[config.mk]
export PLATFORM = sky130hd
export DESIGN_NAME = kfq_out_reg
export DESIGN_NICKNAME = d
export VERILOG_FILES = /design/src/sv/kfq_pkg.sv /design/src/sv/kfq_out_reg.sv
export SDC_FILE = /design/constraint.sdc
export NUM_CORES = 1
export LEC_CHECK = 0
export BUFFER_PORTS_ARGS = -buffer_cell sky130_fd_sc_hd__buf_2
export CAP_MARGIN = 30
export CORE_MARGIN = 1.5
export CORE_UTILIZATION = 42
export DETAILED_ROUTE_END_ITERATION = 7
export PLACE_DENSITY = 0.92
export RECOVER_POWER = 50
export SKIP_LAST_GASP = 1
export SYNTH_ARGS = -nofsm -noshare
export SYNTH_HDL_FRONTEND = slang
export SYNTH_SLANG_ARGS = --single-unit
[constraint.sdc]
create_clock -name clk -period 3 [get_ports clk]
set_clock_uncertainty 0.1 [all_clocks]
set_input_delay 0.15 -clock clk [delete_from_list [all_inputs] [get_ports clk]]
set_output_delay 0.15 -clock clk [all_outputs]
set_load 0.01 [all_outputs]
[src/sv/kfq_pkg.sv]
// Shared types and codes for the keyed flight queue.
`default_nettype none
package kfq_pkg;

	localparam logic [1:0] KIND_ENQ    = 2'd0;
	localparam logic [1:0] KIND_QUERY  = 2'd1;
	localparam logic [1:0] KIND_NOTICE = 2'd2;
	localparam logic [1:0] KIND_END    = 2'd3;

	localparam logic [1:0] FS_OK      = 2'd0;
	localparam logic [1:0] FS_STALLED = 2'd1;
	localparam logic [1:0] FS_FATAL   = 2'd2;

	typedef struct packed {
		logic [1:0]  kind;
		logic [1:0]  status;
		logic [15:0] payload;
		logic [7:0]  key;
		logic [2:0]  code;
		logic        finalize;
		logic        last;
	} kfq_res_t;

endpackage
`default_nettype wire

[src/sv/kfq_out_reg.sv]
// Output register that holds one result beat until the receiver takes it.
`default_nettype none
module kfq_out_reg (
	input  wire logic             clk,
	input  wire logic             arst_n,
	input  wire logic             load,
	input  wire kfq_pkg::kfq_res_t din,
	input  wire logic             stall,
	output logic                  valid,
	output kfq_pkg::kfq_res_t     dout,
	output logic                  free
);
	import kfq_pkg::*;

	logic     valid_q;
	kfq_res_t data_q;

	assign free  = !valid_q || !stall;
	assign valid = valid_q;
	assign dout  = data_q;

	always_ff @(posedge clk or negedge arst_n) begin
		if (!arst_n) begin
			valid_q <= 1'b0;
		end else if (free) begin
			valid_q <= load;
		end
	end

	always_ff @(posedge clk) begin
		if (free && load) begin
			data_q <= din;
		end
	end

endmodule
`default_nettype wire

==> results.sh <==
export IMPL_rsz0062_at_grt="false"
export IMPL_cts_sinks=34
export IMPL_cp_max_fo=4
export IMPL_slew_headroom_pct=84.79
export IMPL_die_y_um=52.73
export IMPL_peakVddDrop_uv=475.6
export IMPL_synth_top_area_cell="edfxtp_1"
export IMPL_startpoint_type="flop"
export IMPL_fin_area_um2=1863
export IMPL_synth_simple_area_share_pct=0.3614
export IMPL_die_area_um2=2780
export IMPL_gr_total_overflow=0
export IMPL_yosys_top_cells_count="33 x edfxtp_1, 1 x a21boi_2, 1 x a21o_1, 1 x dfrtp_1, 1 x nand2_1"
export IMPL_dp_cells=136
export IMPL_layout_drive_gt1_share_pct=39.61
export IMPL_synth_area_leaders="edfxtp_1 95%, dfrtp_1 2.4%, a21boi_2 1.1%"
export IMPL_p_leak_uw=0.0007655
export IMPL_cp_startpoint="valid"
export IMPL_cts_resized=0
export IMPL_vias_per_cell=4.577
export IMPL_slew_viol_final=0
export IMPL_num_vias=833
export IMPL_clk_latency_ns=0.32
export IMPL_synthArstFlopShare_pct=2.941
export IMPL_fp_coreArea_um2=2276
export IMPL_synth_area_mux_share_pct=0
export IMPL_drt_iter0_drc=15
export IMPL_synthAdderAreaFrac_pct=0
export IMPL_final_cells=182
export IMPL_status="finished clean"
export IMPL_syn_area_per_cell_um2=28.07
export IMPL_wl_per_cell_um=16.95
export IMPL_place_port_buffers=71
export IMPL_hold_class="input port to flop"
export IMPL_drc=0
export IMPL_antenna_found_initial=0
export IMPL_synth_cells=37
export IMPL_synth_edff_count=33
export IMPL_synth_seq_cells=34
export IMPL_ctsHoldBuffers=36
export IMPL_synth_compound_area_share_pct=1.807
export IMPL_clk_pin_slew_ns=0.10
export IMPL_postRouteAntennaNets=0
export IMPL_yosysSeqAreaShare_pct=97.83
export IMPL_max_freq_mhz=697.6
export IMPL_critical_path_arrival_ns=1.55
export IMPL_numCtsBuffers=5
export IMPL_initial_core_util_pct=45.63
export IMPL_cts_tree="built"
export IMPL_synth_top_area_share_pct=95.42
export IMPL_synth_main_ff_cell="edfxtp_1"
export IMPL_place_area_um2=1436
export IMPL_crit_path_end_kind="flop"
export IMPL_syn_nets=74
export IMPL_fin_crit_sh_pct=47.78
export IMPL_tightest_slew_ns=0.2282
export IMPL_synth_top_family_by_area="compound AO/OA/AOI/OAI gates"
export IMPL_cts_max_level=2
export IMPL_num_rows=17
export IMPL_routed_wl_um=3085
export IMPL_syn2layout_area_growth_pct=79.40
export IMPL_max_cap_violations=0
export IMPL_post_cts_buffers=0
export IMPL_track_usage_pct=23.56
export IMPL_yosysWarnings=0
export IMPL_die_w_um=52.73
export IMPL_grt_pass1_vias=872
export IMPL_synth_xor_area_share_pct=0
export IMPL_fin_total_pwr_uw=932.8
export IMPL_min_from="stall"
export IMPL_grt_pass1_wl_um=4257
export IMPL_r2r_start="valid"
export IMPL_p_per_area_nw_per_um2=500.7
export IMPL_hold_violations=0
export IMPL_diodes=0
export IMPL_period_needed_ns=1.434
export IMPL_crit_required_ns=3.11
export IMPL_drt_first_pass_iters=5
export IMPL_setup_viol=0
export IMPL_nets=190
export IMPL_finalSetupTns_ns=0
export IMPL_yosysMostFrequentCell="edfxtp_1"
export IMPL_synth_cell_types=5
export IMPL_clock_path_buffers=2
export IMPL_syn_cell_area_um2=1038
export IMPL_io_pins=72
export IMPL_place_gp_congestion=0.6908
export IMPL_worstSetupPathType="flop to flop"
export IMPL_clockRootBuffer="clkbuf_4"
export IMPL_grt_max_degree=34
[path summary, 6_finish.rpt]
kind / to / depth (start not counted) / slack (ns)
worst max register to register: valid / 2 / 1.57
worst max-delay path: valid / 2 / 1.57
worst min-delay path: dout[5] / 3 / 0.29
max in group asynchronous: valid / 3 / 2.05
worst min register to register: dout[5] / 2 / 0.82
min in group asynchronous: valid / 3 / 0.64
[worst max-delay path, cell delays in order, from the launching register on]
cell           delay (ns)
dfrtp_1              0.47
a21o_1               0.20
dlygate4sd3_1        0.55
[kinds of logic (layout without fill, tap and decap cells)]
| family | after synthesis | count (layout) |
|---|---|---|
| DFF | 34 | 34 |
| AOI/OAI and AO/OA | 2 | 2 |
| and+or+nand+nor | 1 | 1 |
| buffers and inverters | 0 | 117 |
[cell usage in the layout, fill, tap and decap left out]
cell           synthesis  routed
nand2_1                1       1
a21boi_4               0       1
buf_2                  0      52
edfxtp_1              33      33
a21o_1                 1       1
dfrtp_1                1       1
clkbuf_4               0       5
buf_12                 0       1
clkbuf_1               0      20
dlygate4sd3_1          0      37
clkbuf_8               0       1
clkinv_2               0       1
[final cells by class]
cell class | count | area, um^2
flip-flops and latches | 34 | 1016
repair buffers | 109 | 721.9
fillers | 116 | 412.9
clock buffers | 7 | 55.05
well taps | 28 | 35.03
multi-input cells | 3 | 30.03
clock inverters | 1 | 5.005
[power breakdown]
| part | internal [uW] | total (uW) | switching, uW |
|---|---|---|---|
| Sequential | 552 | 561 | 8.81 |
| Combinational | 66.5 | 119 | 52.5 |
| Clock | 114 | 253 | 140 |
| Total | 732 | 933 | 201 |
[flip-flops by register name, summed over array words and instances (netlist names)]
register	cells
dout	33
valid	1
[per-layer routing]
metal / GRT usage [%] / up-vias / part of all wire (%) / wire [um]
met3: 14.86 / 8 / 16 / 486
met5: 0 / - / 0 / 0
met1: 25.84 / 374 / 36 / 1098
met2: 36.04 / 71 / 46 / 1424
met4: 10.26 / 0 / 2.5 / 76
li1: - / 380 / - / -
[through the flow]
step	hold WS, ns	utilization (%)	setup WS, ns
finish	0.2898	81.86	1.566
global route	0.2577	81.86	1.528
CTS	0.002193	81.58	1.269
detailed placement	-0.1729	63.11	1.282
global placement	-0.1747	63.11	1.347
floorplan	-0.2456	-	1.109
No activity file was read; power rests on OpenSTA's default activity.
